==> config.mk <==
export PLATFORM = sky130hd
export DESIGN_NAME = multiplexed_servo_pulse_generator_unit
export DESIGN_NICKNAME = d
export VERILOG_FILES = /design/src/hdl/mspg_pkg.sv /design/src/hdl/mspg_angle_store.sv /design/src/hdl/multiplexed_servo_pulse_generator_unit.sv
export SDC_FILE = /design/constraint.sdc
export NUM_CORES = 1
export LEC_CHECK = 0
export ABC_AREA = 1
export BUFFER_PORTS_ARGS = -buffer_cell sky130_fd_sc_hd__clkbuf_2
export CELL_PAD_IN_SITES_DETAIL_PLACEMENT = 1
export CELL_PAD_IN_SITES_GLOBAL_PLACEMENT = 2
export CORE_MARGIN = 3
export CORE_UTILIZATION = 30
export CTS_CLUSTER_DIAMETER = 100
export DETAILED_ROUTE_END_ITERATION = 16
export PLACE_DENSITY_LB_ADDON = 0.1
export SKIP_CTS_REPAIR_TIMING = 1
export SYNTH_ARGS = -nofsm -noshare
export SYNTH_HDL_FRONTEND = slang
export SYNTH_HIERARCHICAL = 1
export SYNTH_SLANG_ARGS = --single-unit
export TNS_END_PERCENT = 10
==> constraint.sdc <==
create_clock -name clk -period 10.4 [get_ports clk]
set_clock_uncertainty 0.15 [all_clocks]
set_input_delay 2.08 -clock clk [delete_from_list [all_inputs] [get_ports clk]]
set_output_delay 2.08 -clock clk [all_outputs]
set_load 0.01 [all_outputs]
==> src/hdl/mspg_pkg.sv <==
// Shared types, codes and arithmetic helpers for the multiplexed servo pulse generator.
// Depends on nothing; imported by mspg_angle_store and the top level.
package mspg_pkg;

	localparam int unsigned SERVO_SLOTS_DEF = 16;

	localparam logic [1:0] KIND_TICK  = 2'd0;
	localparam logic [1:0] KIND_WRITE = 2'd1;
	localparam logic [1:0] KIND_READ  = 2'd2;

	localparam logic [1:0] CFG_SERVO_COUNT = 2'd0;
	localparam logic [1:0] CFG_FIRST_PIN   = 2'd1;

	localparam logic [15:0] TICK_US     = 16'd10;
	localparam logic [16:0] SAFETY_US   = 17'd100000;
	localparam logic [7:0]  ANGLE_MAX   = 8'd180;
	localparam logic [7:0]  ANGLE_RESET = 8'd90;
	localparam logic [10:0] PULSE_MIN   = 11'd500;
	// 2^17 / 3 rounded up
	localparam logic [15:0] RECIP_3     = 16'd43691;

	typedef struct packed {
		logic       wr;
		logic [3:0] waddr;
		logic [7:0] wdata;
		logic       rd;
		logic [3:0] raddr;
		logic       clear;
		logic [4:0] clear_n;
	} store_req_t;

	function automatic logic [7:0] clamp_angle(input logic [7:0] a);
		return (a > ANGLE_MAX) ? ANGLE_MAX : a;
	endfunction

	// 500 + a*1500/180 = 500 + floor(a*25/3)
	function automatic logic [10:0] pulse_of(input logic [7:0] a);
		logic [12:0] x;
		logic [28:0] p;
		x = 13'(clamp_angle(a)) * 13'd25;
		p = 29'(x) * 29'(RECIP_3);
		return PULSE_MIN + 11'(p[28:17]);
	endfunction

	// 20000 us frame split into n slots
	function automatic logic [14:0] slot_len_of(input logic [4:0] n);
		logic [14:0] r;
		case (n)
			5'd1:    r = 15'd20000;
			5'd2:    r = 15'd10000;
			5'd3:    r = 15'd6666;
			5'd4:    r = 15'd5000;
			5'd5:    r = 15'd4000;
			5'd6:    r = 15'd3333;
			5'd7:    r = 15'd2857;
			5'd8:    r = 15'd2500;
			5'd9:    r = 15'd2222;
			5'd10:   r = 15'd2000;
			5'd11:   r = 15'd1818;
			5'd12:   r = 15'd1666;
			5'd13:   r = 15'd1538;
			5'd14:   r = 15'd1428;
			5'd15:   r = 15'd1333;
			5'd16:   r = 15'd1250;
			default: r = 15'd0;
		endcase
		return r;
	endfunction

	function automatic logic [4:0] eff_count(input logic [4:0] cnt, input logic [3:0] first,
		input logic [4:0] slots);
		logic [4:0] n;
		logic [4:0] room;
		n = cnt;
		room = 5'd16 - 5'(first);
		if (n > slots) n = slots;
		if (n > room) n = room;
		return n;
	endfunction

	function automatic logic [15:0] pin_bit(input logic [3:0] first, input logic [3:0] servo);
		return 16'd1 << 4'(first + servo);
	endfunction

	function automatic logic [15:0] used_mask(input logic [3:0] first, input logic [4:0] n);
		logic [16:0] m;
		m = (17'd1 << n) - 17'd1;
		return 16'(m << first);
	endfunction

endpackage

==> src/hdl/mspg_angle_store.sv <==
// Angle store: synchronous memory with registered read and per-entry valid flags.
// An entry whose flag is clear reads as the reset angle. Depends on mspg_pkg.
module mspg_angle_store #(
	parameter int unsigned DEPTH = mspg_pkg::SERVO_SLOTS_DEF
) (
	input  logic                 clk,
	input  logic                 arst_n,
	input  mspg_pkg::store_req_t req,
	output logic [7:0]           rdata
);
	import mspg_pkg::*;

	localparam int unsigned AW = (DEPTH > 1) ? $clog2(DEPTH) : 1;

	logic [7:0]       mem [DEPTH];
	logic [DEPTH-1:0] valid_q;
	logic [7:0]       mem_rd_q;
	logic             hit_q;

	always_ff @(posedge clk or negedge arst_n) begin
		if (!arst_n) begin
			valid_q <= '0;
		end else if (req.clear) begin
			for (int i = 0; i < DEPTH; i++) begin
				if (5'(i) < req.clear_n) valid_q[i] <= 1'b0;
			end
		end else if (req.wr) begin
			valid_q[req.waddr[AW-1:0]] <= 1'b1;
		end
	end

	always_ff @(posedge clk) begin
		if (req.wr) mem[req.waddr[AW-1:0]] <= req.wdata;
		if (req.rd) begin
			mem_rd_q <= mem[req.raddr[AW-1:0]];
			hit_q    <= valid_q[req.raddr[AW-1:0]];
		end
	end

	assign rdata = hit_q ? mem_rd_q : ANGLE_RESET;

endmodule

==> src/hdl/multiplexed_servo_pulse_generator_unit.sv <==
// Top level of the multiplexed servo pulse generator: input stage, slot/pulse update, output word.
// Depends on mspg_pkg and mspg_angle_store.
//
//   channel  direction  handshake                fields
//   in       into block in_valid / in_stall      kind, servo_sel, angle
//   out      from block out_valid / out_stall    pin_levels, active_servo, read_angle, timeout_hit
//   cfg      into block cfg_we                   cfg_index, cfg_data
//
// One word per cycle sustained while the output is not stalled; a taken word passes through the
// registered read of the angle store, then the update stage, into the output register.
// Reset is immediate: the store reads 90 through its valid flags, no clearing pass.
// A stalled output holds one word in the output register and one in the update stage.
module multiplexed_servo_pulse_generator_unit #(
	parameter int unsigned SERVO_SLOTS = mspg_pkg::SERVO_SLOTS_DEF
) (
	input  logic        clk,
	input  logic        arst_n,
	input  logic        in_valid,
	output logic        in_stall,
	input  logic [1:0]  kind,
	input  logic [3:0]  servo_sel,
	input  logic [7:0]  angle,
	output logic        out_valid,
	input  logic        out_stall,
	output logic [15:0] pin_levels,
	output logic [3:0]  active_servo,
	output logic [7:0]  read_angle,
	output logic        timeout_hit,
	input  logic        cfg_we,
	input  logic [1:0]  cfg_index,
	input  logic [4:0]  cfg_data
);
	import mspg_pkg::*;

	localparam logic [4:0] SLOTS = 5'(SERVO_SLOTS);

	logic [4:0]  count_q;
	logic [3:0]  first_q;
	logic [4:0]  eff_q;
	logic [14:0] slot_len_q;

	logic [15:0] pins_q, pins_n;
	logic [3:0]  ss_q, ss_n, ss_d, ss_inc;
	logic [15:0] pe_q, pe_n, pe_new;
	logic [15:0] sl_q, sl_n, sl_new;
	logic [10:0] tgt_q, tgt_n;
	logic [16:0] saf_q, saf_n, saf_inc;
	logic        hit_n;
	logic [7:0]  rd_n;
	logic        slot_start;
	logic [15:0] cur_bit;

	logic        s1_valid_q;
	logic [1:0]  kind_s1;
	logic [3:0]  idx_s1;
	logic [7:0]  angle_s1;

	logic        advance, accept, go;
	logic        cfg_hit;
	logic [4:0]  new_count, new_eff;
	logic [3:0]  new_first;

	store_req_t  req;

	logic        out_valid_q;
	logic [15:0] out_pins_q;
	logic [3:0]  out_ss_q;
	logic [7:0]  out_rd_q;
	logic        out_hit_q;

	assign advance  = !out_valid_q || !out_stall;
	assign in_stall = s1_valid_q && !advance;
	assign accept   = in_valid && !in_stall;
	assign go       = s1_valid_q && advance;

	assign cfg_hit   = cfg_we && (cfg_index == CFG_SERVO_COUNT || cfg_index == CFG_FIRST_PIN);
	assign new_count = (cfg_index == CFG_SERVO_COUNT) ? cfg_data : count_q;
	assign new_first = (cfg_index == CFG_FIRST_PIN) ? cfg_data[3:0] : first_q;
	assign new_eff   = eff_count(new_count, new_first, SLOTS);

	// a tick reads the angle of the slot current once the word ahead has been applied
	assign ss_d = go ? ss_n : ss_q;

	always_comb begin
		req         = '0;
		req.wr      = accept && kind == KIND_WRITE && {1'b0, servo_sel} < eff_q;
		req.waddr   = servo_sel;
		req.wdata   = clamp_angle(angle);
		req.rd      = accept;
		req.raddr   = (kind == KIND_TICK) ? ss_d : servo_sel;
		req.clear   = cfg_hit;
		req.clear_n = new_eff;
	end

	mspg_angle_store #(
		.DEPTH(SERVO_SLOTS)
	) u_store (
		.clk   (clk),
		.arst_n(arst_n),
		.req   (req),
		.rdata (angle_s1)
	);

	assign saf_inc    = saf_q + 17'(TICK_US);
	assign slot_start = (sl_q == 16'd0);
	assign pe_new     = slot_start ? TICK_US : 16'(pe_q + TICK_US);
	assign sl_new     = 16'(sl_q + TICK_US);
	assign cur_bit    = pin_bit(first_q, ss_q);
	assign ss_inc     = (5'(ss_q) + 5'd1 == eff_q) ? 4'd0 : 4'(ss_q + 4'd1);

	always_comb begin
		pins_n = pins_q;
		ss_n   = ss_q;
		pe_n   = pe_q;
		sl_n   = sl_q;
		tgt_n  = tgt_q;
		saf_n  = saf_q;
		hit_n  = 1'b0;
		rd_n   = '0;
		case (kind_s1)
			KIND_TICK: begin
				if (eff_q != 5'd0) begin
					if (saf_inc >= SAFETY_US) begin
						pins_n = pins_q & ~used_mask(first_q, eff_q);
						saf_n  = '0;
						sl_n   = '0;
						pe_n   = '0;
						ss_n   = '0;
						hit_n  = 1'b1;
					end else begin
						saf_n = saf_inc;
						// a fresh target is at least 500 us, so no drop on the first tick
						if (slot_start) begin
							pins_n = pins_q | cur_bit;
							tgt_n  = pulse_of(angle_s1);
						end else if (pe_new >= 16'(tgt_q)) begin
							pins_n = pins_q & ~cur_bit;
						end
						pe_n = pe_new;
						sl_n = sl_new;
						if (sl_new >= 16'(slot_len_q)) begin
							sl_n = '0;
							pe_n = '0;
							ss_n = ss_inc;
							if (ss_inc == 4'd0) saf_n = '0;
						end
					end
				end
			end
			KIND_READ: begin
				if ({1'b0, idx_s1} < eff_q) rd_n = angle_s1;
			end
			default: ;
		endcase
	end

	always_ff @(posedge clk or negedge arst_n) begin
		if (!arst_n) begin
			count_q    <= '0;
			first_q    <= '0;
			eff_q      <= '0;
			slot_len_q <= '0;
			pins_q     <= '0;
			ss_q       <= '0;
			pe_q       <= '0;
			sl_q       <= '0;
			tgt_q      <= '0;
			saf_q      <= '0;
		end else if (cfg_hit) begin
			count_q    <= new_count;
			first_q    <= new_first;
			eff_q      <= new_eff;
			slot_len_q <= slot_len_of(new_eff);
			pins_q     <= '0;
			ss_q       <= '0;
			pe_q       <= '0;
			sl_q       <= '0;
			tgt_q      <= '0;
			saf_q      <= '0;
		end else if (go) begin
			pins_q <= pins_n;
			ss_q   <= ss_n;
			pe_q   <= pe_n;
			sl_q   <= sl_n;
			tgt_q  <= tgt_n;
			saf_q  <= saf_n;
		end
	end

	always_ff @(posedge clk or negedge arst_n) begin
		if (!arst_n) begin
			s1_valid_q  <= 1'b0;
			out_valid_q <= 1'b0;
		end else begin
			if (accept) s1_valid_q <= 1'b1;
			else if (advance) s1_valid_q <= 1'b0;
			if (go) out_valid_q <= 1'b1;
			else if (!out_stall) out_valid_q <= 1'b0;
		end
	end

	always_ff @(posedge clk) begin
		if (accept) begin
			kind_s1 <= kind;
			idx_s1  <= servo_sel;
		end
		if (go) begin
			out_pins_q <= pins_n;
			out_ss_q   <= ss_n;
			out_rd_q   <= rd_n;
			out_hit_q  <= hit_n;
		end
	end

	assign out_valid    = out_valid_q;
	assign pin_levels   = out_pins_q;
	assign active_servo = out_ss_q;
	assign read_angle   = out_rd_q;
	assign timeout_hit  = out_hit_q;

	a_hold_s1: assert property (@(posedge clk) disable iff (!arst_n)
		(s1_valid_q && out_valid_q && out_stall) |=> s1_valid_q)
		else $error("update stage lost a word while output stalled");

	a_slot_range: assert property (@(posedge clk) disable iff (!arst_n)
		(eff_q != 5'd0) |-> (5'(ss_q) < eff_q))
		else $error("slot servo beyond servo count");

	a_safety_range: assert property (@(posedge clk) disable iff (!arst_n)
		saf_q < SAFETY_US)
		else $error("safety count passed its limit");

	a_stop_pins: assert property (@(posedge clk) disable iff (!arst_n)
		(out_valid_q && out_hit_q) |-> ((out_pins_q & used_mask(first_q, eff_q)) == 16'd0))
		else $error("safety stop left a servo pin high");

endmodule
==> run summary <==
The run gives 57 as the number of top-level design ports. The type of the worst min-delay path was flop to flop. In this run the standard cell core region covers 69200 um^2. Total clock buffers created by CTS: 41. The cell count after synthesis was 2707. The number of inserted diodes came out at 0. The tool flagged a number of max-cap violations equal to 0. Across the whole layout, storage elements account for 8290 um^2.

Across every metal layer, demand over resource in global routing totals 17.8%. The count of pins over their slew limit is 0, and the number of clock sinks seen by CTS is 297. For the final antenna-violating net count, the log shows 0. The placed instance area is 22300 um^2, and the placer's final routability congestion estimate is 0.781. Global-route wire length before repair: 105 mm.

The via density per instance was 4.78; the count of flip-flops with a built-in enable after synthesis was 172. Number of different library cells in the post-synthesis netlist: 51. The most instantiated flip-flop cell in the synthesis netlist is edfxtp_1. The largest single stage delay on the critical path is 0.57 ns. Entering global routing, the biggest net connects 75 pins. In the synthesized netlist the async set-or-reset flop fraction comes to 42.1%. The number of global-route vias before repair is 18.7k. Setup repair after global routing left no endpoint under its margin. The finished cells cover 23700 um^2. The startpoint identified for the worst register-to-register timing path is u_store/hit_q.

The net count of the finished layout is 2994. Dividing the detail-routed wire length by the instance count gives 17.5 um. The tools report the data arrival at the endpoint of the critical path as 9.75 ns.

Detailed routing inserted a total of 17.8k vias. After synthesis the netlist holds a flip-flop and latch count of 297. The root buffer cell chosen for the clock tree is clkbuf_16. The slowest stage of the critical path belongs to the cell fa_1. The count of routing violations after the opening detailed-route iteration is 762.

The final number of hold-violating endpoints came out at 0. Measured in cells, the most critical reg-to-reg path has a length of 41. The die boundary height is 271 um. STA puts the critical path data required time at 10.69 ns. Headroom to the max-slew limit came out at 26.9%. The HPWL after detailed placement is 48.3 mm. Counting along the longest clock path gives a buffer depth of 3. The maximum fanout along the worst path was 8.

The share of the clock period used by the worst path after layout is 91.0%, and the number of optimization iterations in the first detailed-route pass is 7. The run finished with clean final reports. The final layout contains routed wiring with a total length of 65.3 mm. The dominant cell type by count on the critical path is inv_1.

At the placement stage, the worst setup path has a slack of 0.853 ns. For the final routed database, the setup TNS stands at 0 ns. Overflow left after global routing: 0. The worst setup path is launched from a flop. The run gives 6 as the number of warning messages in the yosys log. The end of the worst register-to-register path is tgt_q[10].

The most critical setup path has its startpoint at u_store/hit_q. For this run, design rule violations remaining after detail routing come to 0. The floorplan has 96 rows.

For this run, the register share of the synthesized area comes to 39.3%. The worst setup path is of the flop to flop kind. Post-synthesis cell area: 21100 um^2. In the post-route analysis, the smallest setup slack over all paths is 0.937 ns. The count of final setup violators came out at 0. TritonCTS built the clock tree.

Number of antenna violations at the first check in global routing: 3. The run gives 0.58 ns as the insertion delay to the later sink of the worst-skew pair. The initial utilization of the core area, before any placement, comes to 30.5%.

Clock-pin slew was measured on the worst setup and hold paths at 0.05 ns. The floorplan step defined a die boundary enclosing 73600 um^2. The area overhead of the layout relative to synthesis came out at 12.2%. Counting the fill cells in the layout gives 8456.

STA classifies the critical path endpoint as a flop. The register-to-register setup slack is 0.94 ns. The post-synthesis area per instance is 7.80 um^2, and the share of cells above drive strength 1 is 6.38%. The run gives 2 as the level count of the clock H-tree.

The die is 271 um wide. The number of nets handed over by synthesis was 2941. At the pin with the least slew margin, the transition time is 1.09 ns. Based on the critical path, the design can be clocked at up to 106 MHz. The smallest clock period supported by the final layout is computed as 9.46 ns. In the final layout, the multi-input gates occupy 10500 um^2. The number of port buffers is 56. Capturing element of the worst setup path: tgt_q[10].
-- metal layers --
| layer | vias to the layer above | GRT usage [%] | routed length [um] |
|---|---|---|---|
| li1 | 8839 | - | - |
| met5 | - | 0 | 7 |
| met2 | 157 | 29.8 | 30200 |
| met4 | 2 | 3.60 | 1120 |
| met1 | 8740 | 24.7 | 32200 |
| met3 | 63 | 2.18 | 1750 |
-- state kept, by name, summed over array words and instances (netlist names) --
register / flops
u_store/mem: 128
pe_q: 16
pin_levels: 16
pins_q: 16
saf_q: 16
u_store/valid_q: 16
sl_q: 15
slot_len_q: 15
tgt_q: 11
read_angle: 8
u_store/mem_rd_q: 8
count_q: 5
eff_q: 5
active_servo: 4
first_q: 4
idx_s1: 4
ss_q: 4
kind_s1: 2
out_valid: 1
s1_valid_q: 1
timeout_hit: 1
u_store/hit_q: 1
-- worst min-delay path by stage --
| stage | to | start | slack [ns] | cells past startpoint |
|---|---|---|---|---|
| after floorplan | out_valid | s1_valid_q | 0.28 | 2 |
| after global placement | count_q[2] | count_q[2] | 0.32 | 2 |
| after detailed placement | pins_q[12] | pins_q[12] | 0.32 | 2 |
| after CTS | pins_q[12] | pins_q[12] | 0.34 | 2 |
| after global routing | u_store/valid_q[15] | u_store/valid_q[15] | 0.36 | 1 |
| final | pins_q[12] | pins_q[12] | 0.33 | 2 |
-- cells in the final DEF (no fill, tap or decap), types with 55 or more instances in the layout --
cell      instances
nand3_1         294
dfrtp_1         125
a21oi_1          79
nor2_1          162
o21ai_0         104
edfxtp_1        172
inv_1           480
ha_1            156
nand2_1         753
clkbuf_2         55
-- cells in the mapped netlist, types with 11 or more instances --
cell type	instances	area share, %
o211ai_1	11	0.39
edfxtp_1	172	24
buf_6	12	0.64
nand4_1	46	1.4
nand3_1	294	7.0
nand2_1	754	13
buf_2	24	0.57
fa_1	52	4.9
dfrtp_1	125	15
nor4_1	13	0.39
o22ai_1	28	0.83
inv_1	480	8.5
ha_1	156	9.2
nor2_1	163	2.9
nor3_1	25	0.59
a21oi_1	79	1.9
xor2_1	35	1.5
clkbuf_1	19	0.34
o21ai_0	105	2.5
-- stage by stage --
stage | utilization, % | cells | hold slack (ns)
finish | 34.2 | 3723 | 0.326
global route | 34.2 | 3723 | 0.361
CTS | 34.2 | 3723 | 0.336
detailed placement | 32.3 | 3648 | 0.321
global placement | 32.3 | 3648 | 0.315
floorplan | - | 2707 | 0.284
-- layout make-up --
| cell class | instances | share of cell area [%] |
|---|---|---|
| multi-input cells | 1844 | 44.6 |
| flip-flops and latches | 297 | 35.0 |
| inverters | 494 | 7.85 |
| well taps | 931 | 4.92 |
| clock buffers | 58 | 4.86 |
| repair buffers | 82 | 2.03 |
| clock inverters | 17 | 0.761 |
-- critical path, delay by kind of cell (launching register included) --
family	cells	cell delay, ns
fa+ha+maj	11	4.36
simple gates	13	1.82
compound gates	7	1.31
buf+inv	9	0.88
flops	1	0.46
xor+xnor	1	0.32
-- logic make-up after synthesis --
| logic type | count (synthesis) | share of synthesized area (%) |
|---|---|---|
| flops | 297 | 39.3 |
| simple gates | 1328 | 26.8 |
| fa+ha+maj | 208 | 14.2 |
| buf+inv | 566 | 10.9 |
| compound gates | 267 | 7.08 |
| xor+xnor | 41 | 1.70 |
Power is not shown: default switching activity piles up to over one toggle a cycle in this logic, so the estimate is an artifact.
